--- src/hdl/bwe_pkg.sv ---
package bwe_pkg;

    localparam int W_DATA  = 48;
    localparam int W_MS    = 32;
    localparam int W_CHUNK = 16;
    localparam int W_DIVD  = 58;   // x * 1000 for a 48-bit x
    localparam int W_PC    = 5;
    localparam int W_IDX   = 2;

    localparam logic [W_CHUNK-1:0] MIN_CHUNK_RST = 16'd1024;

    // register index map
    localparam logic [W_IDX-1:0] REG_MIN_CHUNK   = 2'd0;
    localparam logic [W_IDX-1:0] REG_RANGE_BEGIN = 2'd1;
    localparam logic [W_IDX-1:0] REG_RANGE_END   = 2'd2;

    typedef enum logic [3:0] {
        OP_NOP,
        OP_ACCEPT,
        OP_DIFF,
        OP_RATE_GO,
        OP_RATE_SAT,
        OP_BLEND_GO,
        OP_BLEND_DONE,
        OP_SEED,
        OP_SETBASE,
        OP_LEFT,
        OP_REM_GO,
        OP_REM_DONE,
        OP_UNKNOWN,
        OP_EMIT
    } t_op;

    typedef enum logic [2:0] {
        C_NEVER,
        C_ALWAYS,
        C_NO_REQ,
        C_BASE_ZERO,
        C_SKIP,
        C_DIV_BUSY,
        C_BW_ZERO,
        C_OUT_FULL
    } t_cond;

    typedef struct packed {
        t_op              op;
        t_cond            cond;
        logic [W_PC-1:0]  target;
    } t_uop;

    typedef struct packed {
        logic no_req;
        logic base_zero;
        logic skip;
        logic div_busy;
        logic bw_zero;
        logic out_full;
    } t_flags;

    // program entry points
    localparam logic [W_PC-1:0] PC_IDLE      = 5'd0;
    localparam logic [W_PC-1:0] PC_RATE_WAIT = 5'd5;
    localparam logic [W_PC-1:0] PC_BLND_WAIT = 5'd8;
    localparam logic [W_PC-1:0] PC_SEED      = 5'd10;
    localparam logic [W_PC-1:0] PC_SETBASE   = 5'd11;
    localparam logic [W_PC-1:0] PC_REMAIN    = 5'd12;
    localparam logic [W_PC-1:0] PC_REM_WAIT  = 5'd14;
    localparam logic [W_PC-1:0] PC_UNKNOWN   = 5'd16;
    localparam logic [W_PC-1:0] PC_EMIT      = 5'd17;

    function automatic t_uop uw(input t_op op, input t_cond cond,
                                input logic [W_PC-1:0] target);
        t_uop u;
        u.op     = op;
        u.cond   = cond;
        u.target = target;
        return u;
    endfunction

    // Microprogram: branch to target when cond holds, else fall through.
    function automatic t_uop prog_word(input logic [W_PC-1:0] pc);
        t_uop u;
        unique case (pc)
            5'd0:    u = uw(OP_ACCEPT,     C_NO_REQ,    PC_IDLE);
            5'd1:    u = uw(OP_NOP,        C_BASE_ZERO, PC_SETBASE);
            5'd2:    u = uw(OP_DIFF,       C_NEVER,     PC_IDLE);
            5'd3:    u = uw(OP_NOP,        C_SKIP,      PC_REMAIN);
            5'd4:    u = uw(OP_RATE_GO,    C_NEVER,     PC_IDLE);
            5'd5:    u = uw(OP_NOP,        C_DIV_BUSY,  PC_RATE_WAIT);
            5'd6:    u = uw(OP_RATE_SAT,   C_BW_ZERO,   PC_SEED);
            5'd7:    u = uw(OP_BLEND_GO,   C_NEVER,     PC_IDLE);
            5'd8:    u = uw(OP_NOP,        C_DIV_BUSY,  PC_BLND_WAIT);
            5'd9:    u = uw(OP_BLEND_DONE, C_ALWAYS,    PC_REMAIN);
            5'd10:   u = uw(OP_SEED,       C_ALWAYS,    PC_REMAIN);
            5'd11:   u = uw(OP_SETBASE,    C_NEVER,     PC_IDLE);
            5'd12:   u = uw(OP_LEFT,       C_BW_ZERO,   PC_UNKNOWN);
            5'd13:   u = uw(OP_REM_GO,     C_NEVER,     PC_IDLE);
            5'd14:   u = uw(OP_NOP,        C_DIV_BUSY,  PC_REM_WAIT);
            5'd15:   u = uw(OP_REM_DONE,   C_ALWAYS,    PC_EMIT);
            5'd16:   u = uw(OP_UNKNOWN,    C_NEVER,     PC_IDLE);
            5'd17:   u = uw(OP_EMIT,       C_OUT_FULL,  PC_EMIT);
            default: u = uw(OP_NOP,        C_ALWAYS,    PC_IDLE);
        endcase
        return u;
    endfunction

endpackage

--- src/hdl/bandwidth_ewma_estimator.sv ---
// Channel   Dir  Handshake                 Payload
// in        in   i_in_valid / o_in_stall   i_now_ms[47:0], i_bytes_total[47:0]
// out       out  o_out_valid / i_out_stall o_bw_estimate[47:0], o_remaining_ms[31:0]
// cfg       in   i_cfg_we                  i_cfg_idx[1:0], i_cfg_data[47:0]
//
// One request at a time; the shared divider does the 1-bit restoring divisions
// (rate, remaining time) and the digit-wise /10 of a blend.
// Each request also waits at its emit while a stalled result fills the output.
// Reset is synchronous, active low: clears the estimator, loads min_chunk = 1024.
// A stalled result holds in the output register while the next request is taken.
module bandwidth_ewma_estimator (
    input  logic                        i_clk,
    input  logic                        i_rst_n,
    // configuration
    input  logic                        i_cfg_we,
    input  logic [bwe_pkg::W_IDX-1:0]   i_cfg_idx,
    input  logic [bwe_pkg::W_DATA-1:0]  i_cfg_data,
    // receive events
    input  logic                        i_in_valid,
    output logic                        o_in_stall,
    input  logic [bwe_pkg::W_DATA-1:0]  i_now_ms,
    input  logic [bwe_pkg::W_DATA-1:0]  i_bytes_total,
    // estimates
    output logic                        o_out_valid,
    input  logic                        i_out_stall,
    output logic [bwe_pkg::W_DATA-1:0]  o_bw_estimate,
    output logic [bwe_pkg::W_MS-1:0]    o_remaining_ms
);

    // Microcode word from the sequencer drives the datapath; the datapath
    // hands back the branch conditions.
    bwe_pkg::t_uop   uop;
    bwe_pkg::t_flags flags;

    bwe_seq u_seq (
        .i_clk   (i_clk),
        .i_rst_n (i_rst_n),
        .i_flags (flags),
        .o_uop   (uop)
    );

    // Datapath: base point, estimate, config registers, the shared divider
    // and the output register.
    bwe_dp u_dp (
        .i_clk          (i_clk),
        .i_rst_n        (i_rst_n),
        .i_uop          (uop),
        .o_flags        (flags),
        .i_cfg_we       (i_cfg_we),
        .i_cfg_idx      (i_cfg_idx),
        .i_cfg_data     (i_cfg_data),
        .i_in_valid     (i_in_valid),
        .o_in_stall     (o_in_stall),
        .i_now_ms       (i_now_ms),
        .i_bytes_total  (i_bytes_total),
        .o_out_valid    (o_out_valid),
        .i_out_stall    (i_out_stall),
        .o_bw_estimate  (o_bw_estimate),
        .o_remaining_ms (o_remaining_ms)
    );

endmodule

--- src/hdl/bwe_div.sv ---
module bwe_div (
    input  logic                          i_clk,
    input  logic                          i_rst_n,
    input  logic                          i_start,
    input  logic                          i_dec,
    input  logic [bwe_pkg::W_DIVD-1:0]    i_dividend,
    input  logic [bwe_pkg::W_DATA-1:0]    i_divisor,
    output logic                          o_busy,
    output logic [bwe_pkg::W_DIVD-1:0]    o_quot
);

    localparam int W_CNT = 6;
    localparam logic [W_CNT-1:0] BIN_STEPS = 6'd58;   // one bit per cycle
    localparam logic [W_CNT-1:0] DEC_STEPS = 6'd13;   // one 4-bit digit per cycle

    logic [bwe_pkg::W_DIVD-1:0] r_q,   n_q;
    logic [bwe_pkg::W_DATA-1:0] r_rem, n_rem;
    logic [bwe_pkg::W_DATA-1:0] r_dvs;
    logic [W_CNT-1:0]           r_cnt, n_cnt;
    logic                       r_dec;

    logic [bwe_pkg::W_DATA:0]   trial;
    logic                       ge;
    logic [7:0]                 dv;
    logic [15:0]                dprod;
    logic [3:0]                 dq;
    logic [7:0]                 dr;

    always_comb begin
        // restoring step
        trial = {r_rem, r_q[bwe_pkg::W_DIVD-1]};
        ge    = trial >= {1'b0, r_dvs};
        // divide-by-ten digit step: dv < 160, so *205 >> 11 is exact
        dv    = {r_rem[3:0], r_q[bwe_pkg::W_DIVD-1 -: 4]};
        dprod = {8'd0, dv} * 16'd205;
        dq    = dprod[14:11];
        dr    = dv - ({1'b0, dq, 3'b000} + {3'b000, dq, 1'b0});

        n_q   = r_q;
        n_rem = r_rem;
        n_cnt = r_cnt;
        if (i_start) begin
            n_rem = '0;
            if (i_dec) begin
                n_q   = {i_dividend[51:0], 6'd0};
                n_cnt = DEC_STEPS;
            end else begin
                n_q   = i_dividend;
                n_cnt = BIN_STEPS;
            end
        end else if (r_cnt != '0) begin
            n_cnt = r_cnt - 6'd1;
            if (r_dec) begin
                n_q   = {r_q[bwe_pkg::W_DIVD-5:0], dq};
                n_rem = {44'd0, dr[3:0]};
            end else begin
                n_q   = {r_q[bwe_pkg::W_DIVD-2:0], ge};
                n_rem = ge ? (trial[bwe_pkg::W_DATA-1:0] - r_dvs)
                           : trial[bwe_pkg::W_DATA-1:0];
            end
        end
    end

    always_ff @(posedge i_clk) begin
        if (!i_rst_n) begin
            r_cnt <= '0;
        end else begin
            r_cnt <= n_cnt;
        end
    end

    always_ff @(posedge i_clk) begin
        r_q   <= n_q;
        r_rem <= n_rem;
        if (i_start) begin
            r_dvs <= i_divisor;
            r_dec <= i_dec;
        end
    end

    assign o_busy = r_cnt != '0;
    assign o_quot = r_q;

endmodule

--- src/hdl/bwe_dp.sv ---
module bwe_dp (
    input  logic                           i_clk,
    input  logic                           i_rst_n,
    input  bwe_pkg::t_uop                  i_uop,
    output bwe_pkg::t_flags                o_flags,
    input  logic                           i_cfg_we,
    input  logic [bwe_pkg::W_IDX-1:0]      i_cfg_idx,
    input  logic [bwe_pkg::W_DATA-1:0]     i_cfg_data,
    input  logic                           i_in_valid,
    output logic                           o_in_stall,
    input  logic [bwe_pkg::W_DATA-1:0]     i_now_ms,
    input  logic [bwe_pkg::W_DATA-1:0]     i_bytes_total,
    output logic                           o_out_valid,
    input  logic                           i_out_stall,
    output logic [bwe_pkg::W_DATA-1:0]     o_bw_estimate,
    output logic [bwe_pkg::W_MS-1:0]       o_remaining_ms
);

    function automatic logic [bwe_pkg::W_DIVD-1:0] mul1000(
        input logic [bwe_pkg::W_DATA-1:0] x);
        logic [bwe_pkg::W_DIVD-1:0] xe;
        xe = {10'd0, x};
        return (xe << 10) - (xe << 4) - (xe << 3);
    endfunction

    // config
    logic [bwe_pkg::W_CHUNK-1:0] r_min_chunk;
    logic [bwe_pkg::W_DATA-1:0]  r_range_begin, r_range_end;
    // estimator state
    logic [bwe_pkg::W_DATA-1:0]  r_base_time, r_base_bytes, r_bw;
    // working registers
    logic [bwe_pkg::W_DATA-1:0]  r_now, r_total, r_elapsed, r_gained, r_rate, r_left;
    logic [bwe_pkg::W_MS-1:0]    r_ms;
    // output stage
    logic                        r_out_valid;
    logic [bwe_pkg::W_DATA-1:0]  r_out_bw;
    logic [bwe_pkg::W_MS-1:0]    r_out_ms;

    logic                        accept;
    logic                        out_full;
    logic                        div_start, div_dec, div_busy;
    logic [bwe_pkg::W_DIVD-1:0]  div_dividend, div_quot;
    logic [bwe_pkg::W_DATA-1:0]  div_divisor;
    logic [51:0]                 blend_sum;
    logic [bwe_pkg::W_DATA:0]    used;
    logic [bwe_pkg::W_DATA:0]    end_x;
    logic [bwe_pkg::W_DATA:0]    left_x;

    assign accept     = (i_uop.op == bwe_pkg::OP_ACCEPT) && i_in_valid;
    assign o_in_stall = i_uop.op != bwe_pkg::OP_ACCEPT;
    assign out_full   = r_out_valid && i_out_stall;

    always_comb begin
        // 7*bw + 3*rate, below 10 * 2^48
        blend_sum = ({4'd0, r_bw} << 3) - {4'd0, r_bw}
                  + ({4'd0, r_rate} << 1) + {4'd0, r_rate};
        used      = {1'b0, r_range_begin} + {1'b0, r_total};
        end_x     = {1'b0, r_range_end};
        left_x    = (end_x > used) ? (end_x - used) : '0;

        div_start    = 1'b0;
        div_dec      = 1'b0;
        div_dividend = mul1000(r_gained);
        div_divisor  = r_elapsed;
        unique case (i_uop.op)
            bwe_pkg::OP_RATE_GO: begin
                div_start = 1'b1;
            end
            bwe_pkg::OP_BLEND_GO: begin
                div_start    = 1'b1;
                div_dec      = 1'b1;
                div_dividend = {6'd0, blend_sum};
            end
            bwe_pkg::OP_REM_GO: begin
                div_start    = 1'b1;
                div_dividend = mul1000(r_left);
                div_divisor  = r_bw;
            end
            default: begin
            end
        endcase
    end

    bwe_div u_div (
        .i_clk      (i_clk),
        .i_rst_n    (i_rst_n),
        .i_start    (div_start),
        .i_dec      (div_dec),
        .i_dividend (div_dividend),
        .i_divisor  (div_divisor),
        .o_busy     (div_busy),
        .o_quot     (div_quot)
    );

    always_comb begin
        o_flags.no_req    = !i_in_valid;
        o_flags.base_zero = r_base_time == '0;
        o_flags.skip      = (r_elapsed == '0) || (r_gained < {32'd0, r_min_chunk});
        o_flags.div_busy  = div_busy;
        o_flags.bw_zero   = r_bw == '0;
        o_flags.out_full  = out_full;
    end

    // control and state registers
    always_ff @(posedge i_clk) begin
        if (!i_rst_n) begin
            r_min_chunk   <= bwe_pkg::MIN_CHUNK_RST;
            r_range_begin <= '0;
            r_range_end   <= '0;
            r_base_time   <= '0;
            r_base_bytes  <= '0;
            r_bw          <= '0;
            r_out_valid   <= 1'b0;
        end else begin
            if (i_cfg_we) begin
                unique case (i_cfg_idx)
                    bwe_pkg::REG_MIN_CHUNK:   r_min_chunk   <= i_cfg_data[bwe_pkg::W_CHUNK-1:0];
                    bwe_pkg::REG_RANGE_BEGIN: r_range_begin <= i_cfg_data;
                    bwe_pkg::REG_RANGE_END:   r_range_end   <= i_cfg_data;
                    default: begin
                    end
                endcase
            end
            unique case (i_uop.op)
                bwe_pkg::OP_BLEND_DONE: begin
                    r_bw         <= div_quot[bwe_pkg::W_DATA-1:0];
                    r_base_time  <= r_now;
                    r_base_bytes <= r_total;
                end
                bwe_pkg::OP_SEED: begin
                    r_bw <= r_rate;
                end
                bwe_pkg::OP_SETBASE: begin
                    r_base_time  <= r_now;
                    r_base_bytes <= r_total;
                end
                default: begin
                end
            endcase
            if ((i_uop.op == bwe_pkg::OP_EMIT) && !out_full) begin
                r_out_valid <= 1'b1;
            end else if (r_out_valid && !i_out_stall) begin
                r_out_valid <= 1'b0;
            end
        end
    end

    // payload registers
    always_ff @(posedge i_clk) begin
        if (accept) begin
            r_now   <= i_now_ms;
            r_total <= i_bytes_total;
        end
        unique case (i_uop.op)
            bwe_pkg::OP_DIFF: begin
                r_elapsed <= r_now - r_base_time;
                r_gained  <= r_total - r_base_bytes;
            end
            bwe_pkg::OP_RATE_SAT: begin
                r_rate <= (div_quot[bwe_pkg::W_DIVD-1:bwe_pkg::W_DATA] != '0)
                        ? '1 : div_quot[bwe_pkg::W_DATA-1:0];
            end
            bwe_pkg::OP_LEFT: begin
                r_left <= left_x[bwe_pkg::W_DATA-1:0];
            end
            bwe_pkg::OP_REM_DONE: begin
                r_ms <= (div_quot[bwe_pkg::W_DIVD-1:bwe_pkg::W_MS] != '0)
                      ? '1 : div_quot[bwe_pkg::W_MS-1:0];
            end
            bwe_pkg::OP_UNKNOWN: begin
                r_ms <= '1;
            end
            bwe_pkg::OP_EMIT: begin
                if (!out_full) begin
                    r_out_bw <= r_bw;
                    r_out_ms <= r_ms;
                end
            end
            default: begin
            end
        endcase
    end

    assign o_out_valid    = r_out_valid;
    assign o_bw_estimate  = r_out_bw;
    assign o_remaining_ms = r_out_ms;

endmodule

--- src/hdl/bwe_seq.sv ---
module bwe_seq (
    input  logic            i_clk,
    input  logic            i_rst_n,
    input  bwe_pkg::t_flags i_flags,
    output bwe_pkg::t_uop   o_uop
);

    logic [bwe_pkg::W_PC-1:0] r_pc, n_pc;
    bwe_pkg::t_uop            uop;
    logic                     take;

    always_comb begin
        uop = bwe_pkg::prog_word(r_pc);
        unique case (uop.cond)
            bwe_pkg::C_NEVER:     take = 1'b0;
            bwe_pkg::C_ALWAYS:    take = 1'b1;
            bwe_pkg::C_NO_REQ:    take = i_flags.no_req;
            bwe_pkg::C_BASE_ZERO: take = i_flags.base_zero;
            bwe_pkg::C_SKIP:      take = i_flags.skip;
            bwe_pkg::C_DIV_BUSY:  take = i_flags.div_busy;
            bwe_pkg::C_BW_ZERO:   take = i_flags.bw_zero;
            bwe_pkg::C_OUT_FULL:  take = i_flags.out_full;
        endcase
        n_pc = take ? uop.target : r_pc + 5'd1;
    end

    always_ff @(posedge i_clk) begin
        if (!i_rst_n) begin
            r_pc <= bwe_pkg::PC_IDLE;
        end else begin
            r_pc <= n_pc;
        end
    end

    assign o_uop = uop;

endmodule

--- config.mk ---
export PLATFORM = sky130hd
export DESIGN_NAME = bandwidth_ewma_estimator
export DESIGN_NICKNAME = d
export VERILOG_FILES = /design/src/hdl/bwe_pkg.sv /design/src/hdl/bandwidth_ewma_estimator.sv /design/src/hdl/bwe_div.sv /design/src/hdl/bwe_dp.sv /design/src/hdl/bwe_seq.sv
export SDC_FILE = /design/constraint.sdc
export NUM_CORES = 2
export LEC_CHECK = 0
export BUFFER_PORTS_ARGS = -buffer_cell sky130_fd_sc_hd__buf_2
export CAP_MARGIN = 25
export CORE_MARGIN = 10
export CORE_UTILIZATION = 40
export DETAILED_ROUTE_END_ITERATION = 12
export SLEW_MARGIN = 20
export SYNTH_ARGS = -nofsm -noshare
export SYNTH_HDL_FRONTEND = slang
export SYNTH_SLANG_ARGS = --single-unit
export TNS_END_PERCENT = 20
--- constraint.sdc ---
create_clock -name i_clk -period 6.08 [get_ports i_clk]
set_input_delay 0.912 -clock i_clk [delete_from_list [all_inputs] [get_ports i_clk]]
set_output_delay 0.912 -clock i_clk [all_outputs]
set_load 0.1 [all_outputs]
; Yosys cells after proc, flatten, opt, wreduce, memory -nomap -nowiden
; Memories as Yosys holds them, arrays and structs flattened. A register that Yosys moved wholly into a read port is not among the register bits.
; Index checks and enable logic that the tools add are counted.
[classes]
n_addsub = 16
multipliers = 1
div_mod_pow = 0
magnitude_cmp = 3
eq_ne = 23
shift = 0
n_mux = 21
bitwise_logic = 1
n_reduce_logical = 26
[ops]
columns = cell, count
row1 = two-way mux 58 bit, 4
row2 = subtractor 48 bit, 4
row3 = zero test 48 bit, 3
row4 = two-way mux 48 bit, 3
row5 = one-hot mux 58 bit (2 select lines), 1
row6 = subtractor 58 x 51 -> 58 bit, 2
row7 = subtractor 58 x 52 -> 58 bit, 2
row8 = one-hot mux 48 bit (2 select lines), 1
row9 = one-hot mux 32 bit (2 select lines), 1
row10 = adder 52 x 48 -> 52 bit, 1
row11 = adder 52 x 49 -> 52 bit, 1
row12 = subtractor 51 x 48 -> 52 bit, 1
row13 = adder 48 x 48 -> 49 bit, 1
row14 = >= comparator 49 x 48 -> 1 bit, 1
row15 = > comparator 48 x 49 -> 1 bit, 1
row16 = less-than comparator 48 x 16 -> 1 bit, 1
row17 = two-way mux 32 bit, 1
row18 = nonzero test 26 bit, 1
row19 = equality test 4 bit (second input constant), 6
row20 = two-way mux 6 bit, 3
row21 = equality test 4 x 3 -> 1 bit (second input constant), 4
row22 = multiplier 8 x 8 -> 15 bit (second input constant), 1
row23 = equality test 3 bit (second input constant), 4
row24 = two-way mux 5 bit, 2
row25 = 25 further kinds, 41
[word_totals]
ff_bits = 823
latch_bits = 0
mem_bits_rw = 0
mem_bits_ro = 384
inputBits = 151
output_inout_bits = 82
word_cells = 114
memories = 1
[memory_table]
columns = memory, depth, word_bits, rd, rd_ports_with_merged_regs, write_ports, line
row1 = (name not given), 32, 12, 1, 1, 0, bwe_pkg.sv:83  ; unique case (pc)

; Logic depth before layout (Yosys ltp)
[depth]
depth_word = 6
mapped_depth = 27
depth_no_buf = 26

; By module
; A second synthesis with hierarchy kept.
[unflattened]
cells_unflattened = 6709
hier_area_um2 = 61422.7
[by_module_without_submodules]
columns = module, n_inst, cells_per_inst, area_each_um2, seq_area_each_um2
row1 = bwe_dp, 1, 5381, 49053.3, 17156.5
row2 = bwe_div, 1, 1212, 11329.6, 4294.1
row3 = bwe_seq, 1, 116, 1039.7, 340.3

; Least setup slack after synthesis
; Ideal clock, no wire load.
[synth_timing]
path_kind = flip-flop to flip-flop
startpoint = reg, netlist name u_seq.o_uop[10]
endpoint = reg u_dp.r_rate[0] in the netlist's numbering (enable)
setup_time_ps = 590
arrival_time_ps = 5874
required_time_ps = 5490
slack_ps = -385
stages_incl_launch_ff = 4
path_buffers = 2
synth_period_minus_slack_ps = 6465
path_cell_list = dfxtp_1 -> clkbuf_1 -> clkbuf_1 -> nor4b_1
[synth_between]
elab_chain_cells = 1
[synth_rtl]
columns = item, line
row1 = equality test 4 x 3 -> 1 bit, bwe_dp.sv:154  ; unique case (i_uop.op)
row2 = "end signal, assigned", bwe_dp.sv:160  ; r_rate <= (div_quot[bwe_pkg::W_DIVD-1:bwe_pkg::W_DATA] != '0)
row3 = "end, declared", bwe_dp.sv:32  ; logic [bwe_pkg::W_DATA-1:0] r_now, r_total, r_elapsed, r_gained, r_rate, r_left;
; No other way between the ends.
; A chain may end at the register's enable or synchronous reset.

; Worst setup path in the final report
[layout_timing]
startpoint = reg u_dp.r_total[8] in the netlist's numbering
endpoint = reg u_dp.r_left[23] in the netlist's numbering, data pin
[layout_between]
elab_chain_cells = 2
word_cells_on_any_way = 3
classes_between = 2 x add/sub / 1 x order compare
[layout_rtl]
columns = item, line
row1 = "start, declared", bwe_dp.sv:32
row2 = "start signal, assigned", bwe_dp.sv:152  ; r_total <= i_bytes_total;
row3 = adder 48 x 48 -> 49 bit *, bwe_dp.sv:57  ; used = {1'b0, r_range_begin} + {1'b0, r_total};
row4 = subtractor 48 bit / > comparator 48 x 49 -> 1 bit (equally long branches), bwe_dp.sv:59  ; left_x = (end_x > used) ? (end_x - used) : '0;
row5 = "end signal, assigned", bwe_dp.sv:164  ; r_left <= left_x[bwe_pkg::W_DATA-1:0];
row6 = "end, declared", bwe_dp.sv:32
; Mark *: on every way between the ends. The rest lies on a longest branch, timed or not.

==> out/qor.yml <==
timing:
  setup_viol: 0
  hold_violations: 0
  relSlewSlack: 0.332
  clock.fmax_mhz: 175
  finalWorstSetupSlack_ps: 351
  tns_ps: 0
  slew_violations: 0
  post-route-period-util: 0.942
  worst_slew_pin_slew_ps: 1000
  fin_crit_ps: 5730
  skew_ps: 40.6
power:
  switching_power_mw: 12.4
  clkPwrFrac: 0.208
  p_int_mw: 16.3
  sw_frac_of_total: 0.432
  seqPwrFrac: 0.289
  combinationalPowerShare: 0.503
  p_leak_nw: 28.3
  p_per_area_nw_per_um2: 426
  ir_drop_v: 0.000529
setup_path:
  slowest_delay_ps: 460
  worst_setup_path_end_kind: "flip-flop"
  worstPathCellList: "ha_4, a21o_1, a21o_1, a2111oi_4, o211ai_1, o2111a_2, o21ai_1, nand4_1, a21o_1, a21oi_1, xor2_1, ha_1, and3_1, and3_1, nand3_1, inv_1, o211ai_2, a31oi_2, o21ai_1, a211o_1, a221o_2, buf_12, buf_4, nor2b_1"
  cp-startpoint: "u_dp.r_total[8]"
  worst-endpoint-arrival_ps: 6290
  reg2reg_from: "u_dp.r_total[8]"
  cp_data_required_time_ps: 6640
  cp_max_fo: 30
  reg2reg_slack_ps: 350
  start_kind: "flip-flop"
  cpMostUsedCell: "a21o_1"
  slowest_stage: "edfxtp_1"
  critPathKind: "reg2reg"
  critPathBufInv: 3
  crit_family: "compound AO/OA/AOI/OAI gates"
floorplan:
  rows: 142
  dieArea_um2: 168000
  ios: 233
  die_h_um: 409
  core-area_um2: 150000
  die_w_um: 409
  initial_utilization: 0.404
drt:
  firstDrtPassIters: 6
  avgViaCountPerCell: 5.49
  postRouteAntennaNets: 0
  finalWirelength_um: 186000
  vias: 48500
  wl_per_cell_um: 21.0
  post-route-drc-count: 0
  initialDrtViolationCount: 3382
synth:
  ys_warn_count: 0
  ys_seq_elements: 835
  synth_nets: 7449
  ys_top_cells_by_area: "edfxtp_1 25%, dfxtp_1 11%, ha_1 10%"
  synth_top_area_share: 0.251
  yosysSeqAreaShare: 0.359
  avgSynthCellArea_um2: 9.19
  ys.flop_type: "edfxtp_1"
  synth_commonest_cells: "848 x nand2_1, 644 x inv_1, 507 x edfxtp_1"
  post-synth-top-count-cell: "nand2_1"
  synth_edf_count: 507
  async_reset_ff_frac: 0
  netlist_instances: 6603
  yosysTopAreaCell: "edfxtp_1"
  syn-cell-area_um2: 60700
  post_synth_num_cell_types: 100
layout:
  drive_above_1_share: 0.0894
  fin_util: 0.448
  area_delta_synth_final_pct: 11.0
  largest_reg_flops: 58
  stdcell_count: 8842
  nets: 7589
  final_cell_area_um2: 67300
placed_design:
  io_buffers: 232
  dpl_cell_area_um2: 64000
  place_inst: 8660
  hpwl_um: 148000
  dpl_worst_slack_ps: 163
  finalWeightedCongestion: 0.923
global_route:
  grt-ovfl-total: 0
  grt_pass1_vias: 47600
  grt_max_degree: 103
  grt_pass1_wl_um: 286000
  global_route.usage.total: 0.214
  antenna_found_initial: 6
hold_path:
  hp-class: "in2reg"
  min_from: "i_now_ms[24]"
run:
  cap_violations: 0
clock_tree:
  clk_pin_slew_ps: 60
  ctsHoldBuffers: 0
  htree_levels: 3
  cts_root_buffer: "clkbuf_16"
  tritoncts: "done"
  clock_sinks: 835
  cts_buffers: 96
  clkLatencyLatePin_ps: 740
  clockBufferDepth: 3
outcome:
  outcome: "finished clean"
[cells by family after synthesis]
group / after synthesis / synth area share
flip-flops: 835 / 0.359
adder cells (fa/ha/maj): 695 / 0.167
multiplexers: 142 / 0.0236
buffers and inverters: 909 / 0.0573
AO/OA/AOI/OAI: 1786 / 0.196
AND/OR/NAND/NOR: 1870 / 0.144
XOR/XNOR: 366 / 0.0528
[metal layers]
metal,track usage,share of wire,vias to the layer above
met5,0,0.000070,-
met4,0.0682,0.033,2
met3,0.0296,0.052,248
met2,0.337,0.44,1293
met1,0.303,0.47,23300
li1,-,-,23600
[layout by cell type, fill, tap and decap left out, drive strengths merged, types with 56 or more instances in the layout]
cell    instances
a21boi        230
nor2          322
a21oi         449
nand3         119
nand2b         56
a21o          199
nand2         849
inv           654
edfxtp        507
o21ai         331
buf           303
o21bai         64
mux2i         135
ha            504
clkbuf        123
fa            191
o211ai         57
nand4         101
xnor2         215
dfxtp         328
o21a           57
nor3           72
xor2          151
or2            59
o211a          58
or3            58
[area by class of cell]
class	instances	area [µm²]
sequential	835	21800
timing repair buffer	303	1760
antenna	2	5.00
multi-input combinational	4859	35500
inverter	648	2430
fill	14700	83000
clock buffer	123	2630
clock inverter	56	611
tap	2016	2520
[power by group through the flow]
stage               clock (mW)  combinational (mW)  sequential, mW
floorplan                    0                10.5            7.85
global placement             0                14.1            8.37
detailed placement           0                14.2            8.38
CTS                       6.10                14.3            8.27
global route              6.32                16.0            8.35
finish                    5.96                14.4            8.28
[metrics by stage]
| step | hold WS [ps] | power (mW) |
|---|---|---|
| after floorplan | 400 | 18.4 |
| after global placement | 406 | 22.5 |
| after detailed placement | 405 | 22.6 |
| after CTS | 279 | 28.7 |
| after global routing | 303 | 30.7 |
| final | 339 | 28.7 |
[worst paths after layout]
path                        endpoint  cells after the start
max                  u_dp.r_left[23]                     24
min                   u_dp.r_now[24]                      1
max reg2reg          u_dp.r_left[23]                     24
min reg2reg  u_dp.o_remaining_ms[26]                      0
[repair_timing]
item / in CTS / in global routing
buffers inserted: 0 / 1
resized for setup: 0 / 10
endpoints found under the setup margin: 0 / 48
No activity file was read; power rests on OpenSTA's default activity.
